--- src/hdl/stw_pkg.sv ---
package stw_pkg;

   // Number formats
   localparam int FRAC_BITS   = 16;
   localparam int IN_W        = 32;
   localparam int OUT_BITS    = 16;
   // |2*source + period| and the remainder datapath
   localparam int AW          = IN_W + 2;
   localparam int DEN_W       = IN_W + 1;
   localparam int MUL_W       = DEN_W + FRAC_BITS;
   localparam int DW          = MUL_W + 1;
   localparam int MOD_STEPS   = AW;
   localparam int RATIO_STEPS = OUT_BITS;

   localparam logic signed [IN_W-1:0] PEAK_ONE = IN_W'(1) << FRAC_BITS;
   localparam logic [OUT_BITS:0]      WAVE_ONE = (OUT_BITS+1)'(1) << OUT_BITS;

   typedef struct packed {
      logic signed [IN_W-1:0] source_value;
      logic signed [IN_W-1:0] wave_period;
      logic signed [IN_W-1:0] peak_position;
   } req_beat_type;

   typedef struct packed {
      logic [OUT_BITS:0] wave_value;
      logic              period_error;
   } rsp_beat_type;

   typedef enum logic [1:0] {
      MODE_RISE,
      MODE_FALL,
      MODE_TRI
   } peak_mode_type;

   // Side info that travels with an item down the cell rows
   typedef struct packed {
      logic                 period_error;
      logic                 neg;
      logic                 sat;
      peak_mode_type        mode;
      logic [FRAC_BITS-1:0] peak;
   } stw_ctx_type;

   // One slot of a restoring-division row
   typedef struct packed {
      logic                valid;
      logic [DW-1:0]       rem;
      logic [DW-1:0]       div;
      logic [DW-1:0]       dvd;
      logic [OUT_BITS-1:0] quo;
      stw_ctx_type         ctx;
   } div_slot_type;

endpackage

--- src/hdl/stw_div_cell.sv ---
module stw_div_cell (
   input  logic                  clock,
   input  logic                  reset,
   input  logic                  en,
   input  stw_pkg::div_slot_type prev_slot,
   output stw_pkg::div_slot_type next_slot
);
   import stw_pkg::*;

   div_slot_type slot_ff;
   div_slot_type slot_in;
   logic [DW:0]  trial;

   // One restoring step: shift in the next dividend bit, subtract if it fits
   always_comb begin
      trial   = {prev_slot.rem, prev_slot.dvd[DW-1]};
      slot_in = prev_slot;
      slot_in.dvd = prev_slot.dvd << 1;
      if (trial >= {1'b0, prev_slot.div}) begin
         slot_in.rem = DW'(trial - {1'b0, prev_slot.div});
         slot_in.quo = {prev_slot.quo[OUT_BITS-2:0], 1'b1};
      end else begin
         slot_in.rem = trial[DW-1:0];
         slot_in.quo = {prev_slot.quo[OUT_BITS-2:0], 1'b0};
      end
   end

   always_ff @(posedge clock) begin
      if (reset) begin
         slot_ff.valid <= 1'b0;
      end else if (en) begin
         slot_ff <= slot_in;
      end
   end

   assign next_slot = slot_ff;

endmodule

--- config.mk ---
export PLATFORM = sky130hd
export DESIGN_NAME = stw_div_cell
export DESIGN_NICKNAME = d
export VERILOG_FILES = /design/src/hdl/stw_pkg.sv /design/src/hdl/stw_div_cell.sv
export SDC_FILE = /design/constraint.sdc
export NUM_CORES = 1
export LEC_CHECK = 0
export BUFFER_PORTS_ARGS = -buffer_cell sky130_fd_sc_hd__buf_2
export CAP_MARGIN = 20
export CORE_AREA = 2 2 147 149
export DETAILED_ROUTE_END_ITERATION = 6
export DIE_AREA = 0 0 149 151
export PLACE_DENSITY = 0.87
export SYNTH_ARGS = -nofsm -noshare
export SYNTH_HDL_FRONTEND = slang
export SYNTH_SLANG_ARGS = --single-unit
--- constraint.sdc ---
create_clock -name clock -period 11.19 [get_ports clock]
set_input_delay 0.5595 -clock clock [delete_from_list [all_inputs] [get_ports clock]]
set_output_delay 0.5595 -clock clock [all_outputs]
set_load 0.02 [all_outputs]
* Yosys cells after proc, flatten, opt, wreduce, memory -nomap -nowiden
Cells that the tools add are included. W data, S select, Z words.
Operators by class: reduce and logical (&&, ||, !) cells 1, $add $sub $neg 1, bitwise gates (word level) 1, mux-type cells 2, magnitude comparators 1
Operators with widths (number):
- $ge A51 B50 Y1 | 1
- $mux W50 | 1
- $sub A50 B50 Y50 | 1
- $reduce_and A2 Y1 | 1
- $mux W1 | 1
- $not A1 Y1 | 1
Storage, ports and cells: bits of input ports 191, word-level logic and storage cells 16, bits in registers 187

* Depth between registers and ports, before layout
depth after elaboration 2, depth in mapped cells 16

* Worst setup path after synthesis
Ideal clock, no wire load.
kind in2reg, start in reset, end reg slot_ff (netlist bit next_slot[0]) (enable), required time 10.430 ns, slack 1.635 ns, library setup time 0.760 ns, cell stages on the path 1, arrival 8.795 ns, cells stage by stage nor2b_1
Between the ends: cells in the longest elaborated chain, start to end 2
Ends and longest elaborated chain:
- start: declaration | line stw_div_cell.sv:3 | input logic reset,
- $not A1 Y1 (no source line)
- $reduce_and A2 Y1 (no source line)
- end signal: assignment | line stw_div_cell.sv:32 | slot_ff <= slot_in;
- end: declaration | line stw_div_cell.sv:10 | div_slot_type slot_ff;
Every way passes these cells. A chain may end at the register's enable or synchronous reset.

==> impl_table.tex <==
\begin{tabular}{lr}
\hline
Metric & Value \\
\hline
\multicolumn{2}{l}{\textbf{Floorplanning}} \\
Placeable core area & roughly 0.021 mm² \\
Number of I/O pins & 379 \\
Chip Width & roughly 150 µm \\
Effective utilization at floorplan & 45.4\% \\
Number of rows created at floorplan & between 50 and 60 \\
Area of the die & about 0.022 mm² \\
Die H & between 150 and 200 µm \\
\multicolumn{2}{l}{\textbf{Min path}} \\
Hold/Removal Path Class & in -> reg \\
\multicolumn{2}{l}{\textbf{Yosys}} \\
Cell taking the most area after synthesis & sky130\_fd\_sc\_hd\_\_edfxtp\_1 \\
Top post-synthesis cells by count & sky130\_fd\_sc\_hd\_\_edfxtp\_1, sky130\_fd\_sc\_hd\_\_a21oi\_1, sky130\_fd\_sc\_hd\_\_nor2\_1 \\
Post-synthesis compound-gate area fraction & 13.5\% \\
Simple logic cell fraction of the synthesized area & around a tenth \\
Total number of yosys warnings & 0 \\
Number of flip-flops and latches in the synthesized netlist & around 190 \\
Number of synthesized flops with an enable pin & $\sim$190 \\
Average cell area after synthesis & about 12 µm² \\
Xor and xnor area share after synthesis & 3.98\% \\
Adder and majority gate portion of the synthesized area & around 6.8\% \\
Count of cell types in the netlist & between 60 and 70 \\
Post-synthesis sequential area ratio & about three fifths \\
Dominant combinational cell family by area after synthesis & compound AO/OA/AOI/OAI gates \\
Post-synthesis cell count & a little under 800 \\
Top flip-flop cell by instance count after synthesis & sky130\_fd\_sc\_hd\_\_edfxtp\_1 \\
Synthesized area & roughly 0.0095 mm² \\
Net Count, Synth & just over 1k \\
Asr flop ratio synth & 0\% \\
Most common cell in the netlist & sky130\_fd\_sc\_hd\_\_edfxtp\_1 \\
Largest cells by area after synthesis & sky130\_fd\_sc\_hd\_\_edfxtp\_1, sky130\_fd\_sc\_hd\_\_ha\_1, sky130\_fd\_sc\_hd\_\_a21oi\_1 \\
Yosys top cell area share & between 50\% and 60\% \\
Mux share of post-synthesis cell area & around 2.1\% \\
\multicolumn{2}{l}{\textbf{Final layout}} \\
Final Instance Count excl. Fillers & roughly 1.5k \\
Net total in the final layout & roughly 1.4k \\
Fill cell count & approximately 1.7k \\
Flip-flop count of the largest register after layout & 187 \\
Area growth, synth to finish & 28.6\% \\
Fraction of final layout cells with drive strength greater than 1 & 37.0\% \\
Fin area & $\sim$0.012 mm² \\
\multicolumn{2}{l}{\textbf{Power and ir drop}} \\
Logic gate share of total power & approximately 22\% \\
Switching power of the nets & between 0.5 and 0.6 mW \\
Worst voltage drop across the vdd grid & between 0.00009 and 0.0001 V \\
Seq pwr share & 45.4\% \\
Power per standard cell area & between 150 and 200 mW/mm² \\
Cell internal pwr & 1.30 mW \\
Fraction of power spent switching nets & 30.6\% \\
Power Total & between 1.5 and 2 mW \\
Leakage power & 5.33 nW \\
Proportion of power drawn by the clock network & about a third \\
\multicolumn{2}{l}{\textbf{Worst setup path}} \\
Largest stage delay on the critical path & between 400 and 500 ps \\
Max FO, Critical Path & 85 \\
Category of the worst setup path launch point & primary input \\
Required time of the critical path & $\sim$11000 ps \\
Endpoint class of the critical path & flip-flop \\
Category of the critical setup timing path & in -> reg \\
Crit path arrival time & about 4300 ps \\
Cell breakdown of the critical path & buf\_2 > inv\_1 > ha\_1 > a21oi\_1 > o21ai\_0 > or2\_0 > a2111o\_1 > a221o\_1 > o2111ai\_2 > and2\_1 > inv\_4 > and4b\_1 > a211oi\_1 \\
Critical Path Slowest Stage Cell & sky130\_fd\_sc\_hd\_\_and2\_1 \\
\multicolumn{2}{l}{\textbf{Timing}} \\
Max\_slew headroom & approximately a third \\
Hold violation count in the final report & 0 \\
Max Fclk & between 200 and 250 MHz \\
Endpoints failing setup & 0 \\
Transition time at the pin with the least slew margin & slightly above 1000 ps \\
Sum of negative setup slack & 0 ps \\
Number of max-slew violations in the final report & 0 \\
Worst-case setup margin in the final layout & between 7000 and 8000 ps \\
Setup repair after global routing missed its margin & false \\
Min cycle time layout & about 4000 ps \\
Share of the cycle needed by the critical path after routing & about 36\% \\
Worst Clk Skew & 0 ps \\
\multicolumn{2}{l}{\textbf{Global route}} \\
Largest net degree at the start of global routing & 187 \\
Number of global-route vias before repair & approximately 7.5k \\
Number of antenna violations at the first check in global routing & 16 \\
Total routing usage reported by global routing & around 23\% \\
Wire length of the first global-routing pass & about 39 mm \\
Congestion Overflow GR & 0 \\
\multicolumn{2}{l}{\textbf{Route}} \\
Final Routed Wirelength & roughly 28 mm \\
Average wire length per cell after detail routing & roughly 19 µm \\
Iteration count of the initial detailed-routing pass & 5 \\
ANT nets after route & 0 \\
Vias per Instance & 5.29 \\
Starting DRC count in detailed routing & roughly 420 \\
Vias & about 7.7k \\
Remaining DRCs & 0 \\
\multicolumn{2}{l}{\textbf{Clocking}} \\
CTS Hold Bufs & 0 \\
H-tree depth reported by CTS & 4 \\
Cts bufs inserted & 17 \\
Insertion delay to the later sink of the worst-skew pair & around 430 ps \\
Largest buffer count on any clock path & 2 \\
Number of buffers inserted by post-CTS setup repair & 0 \\
Post-cts repair resize count & 0 \\
CTS tree & built \\
Clock slew at the register clock pins of the worst setup and hold paths & 80 ps \\
Cell at the root of the clock tree & sky130\_fd\_sc\_hd\_\_clkbuf\_16 \\
Sink count of the clock tree & between 150 and 200 \\
\multicolumn{2}{l}{\textbf{Run}} \\
Max-cap violations & 0 \\
\multicolumn{2}{l}{\textbf{Placed design}} \\
Count of buffers inserted at the top-level ports & approximately 380 \\
Inst Count DP & between 1k and 1.5k \\
Placed inst area & $\sim$0.012 mm² \\
Pre-CTS setup slack & about 6700 ps \\
HPWL after detailed placement & 21.5 mm \\
Final weighted congestion in routability-driven placement & between 0.8 and 0.9 \\
\multicolumn{2}{l}{\textbf{Outcome}} \\
Status & finished clean \\
\hline
\end{tabular}
## final timing paths
check                           cells past startpoint                          end                        start  slack (ps)
worst max-delay path                               13     next_slot[186]$_DFFE_PP_               prev_slot[117]        7160
worst min-delay path                                1      next_slot[13]$_DFFE_PP_                prev_slot[13]         300
worst min register to register                      2  next_slot[187]$_SDFFE_PP0P_  next_slot[187]$_SDFFE_PP0P_         530
worst max register to register                      2  next_slot[187]$_SDFFE_PP0P_  next_slot[187]$_SDFFE_PP0P_       10600
## layout make-up
cell class	instances	area, µm²	area share (%)
clock buffers	18	429	3.53
repair buffers	377	1900	15.6
multi-input cells	507	3430	28.2
inverters	63	239	1.97
diodes	15	37.5	0.309
flip-flops and latches	187	5610	46.1
well taps	275	344	2.83
clock inverters	14	173	1.42
## power groups by stage
stage	Clock (mW)	Combinational (mW)	Sequential [mW]
2_1_floorplan	0	0.203	0.948
3_3_place_gp	0	0.402	0.865
3_5_place_dp	0	0.410	0.868
4_1_cts	0.623	0.412	0.853
5_1_grt	0.652	0.449	0.858
6_report	0.610	0.413	0.853
## per-layer routing
metal / vias to the layer above / wire (µm) / global-route usage, %
met3: 48 / 2320 / 7.14
li1: 3665 / - / -
met1: 3647 / 10000 / 25.0
met4: 6 / 635 / 10.6
met5: - / 41 / 0
met2: 336 / 14600 / 41.4
## critical path: cells and delay by family
family | cells | cell delay (ps)
simple gates | 3 | 1030
compound gates | 6 | 1750
fa+ha+maj | 1 | 390
buf+inv | 3 | 520
## metrics by stage
| stage | util, % | hold slack [ps] |
|---|---|---|
| after floorplan | - | 579 |
| after global placement | 55.3 | 475 |
| after detailed placement | 55.3 | 505 |
| after CTS | 58.2 | 287 |
| after global routing | 58.3 | 278 |
| final | 58.4 | 303 |
## kinds of logic (layout without fill, tap and decap cells)
| group | count (synthesis) | in the layout |
|---|---|---|
| other | 1 | 16 |
| DFF | 187 | 187 |
| AOI/OAI and AO/OA | 204 | 204 |
| adders and majority gates | 51 | 51 |
| buffers and inverters | 98 | 472 |
| muxes | 14 | 14 |
| xor gates and xnor gates | 43 | 43 |
| and+or+nand+nor | 194 | 194 |
## placed cells by master (no fill, tap or decap), drive strengths merged, types with 18 or more instances in the layout
cell / Yosys / routed
edfxtp: 186 / 186
ha: 50 / 50
xnor2: 28 / 28
nand4: 18 / 18
nand2: 47 / 47
o21ai: 30 / 30
a21o: 19 / 19
inv: 63 / 70
a21oi: 92 / 92
clkbuf: 21 / 18
nor2: 67 / 67
buf: 14 / 377
Power figures use the tool's default switching activity.
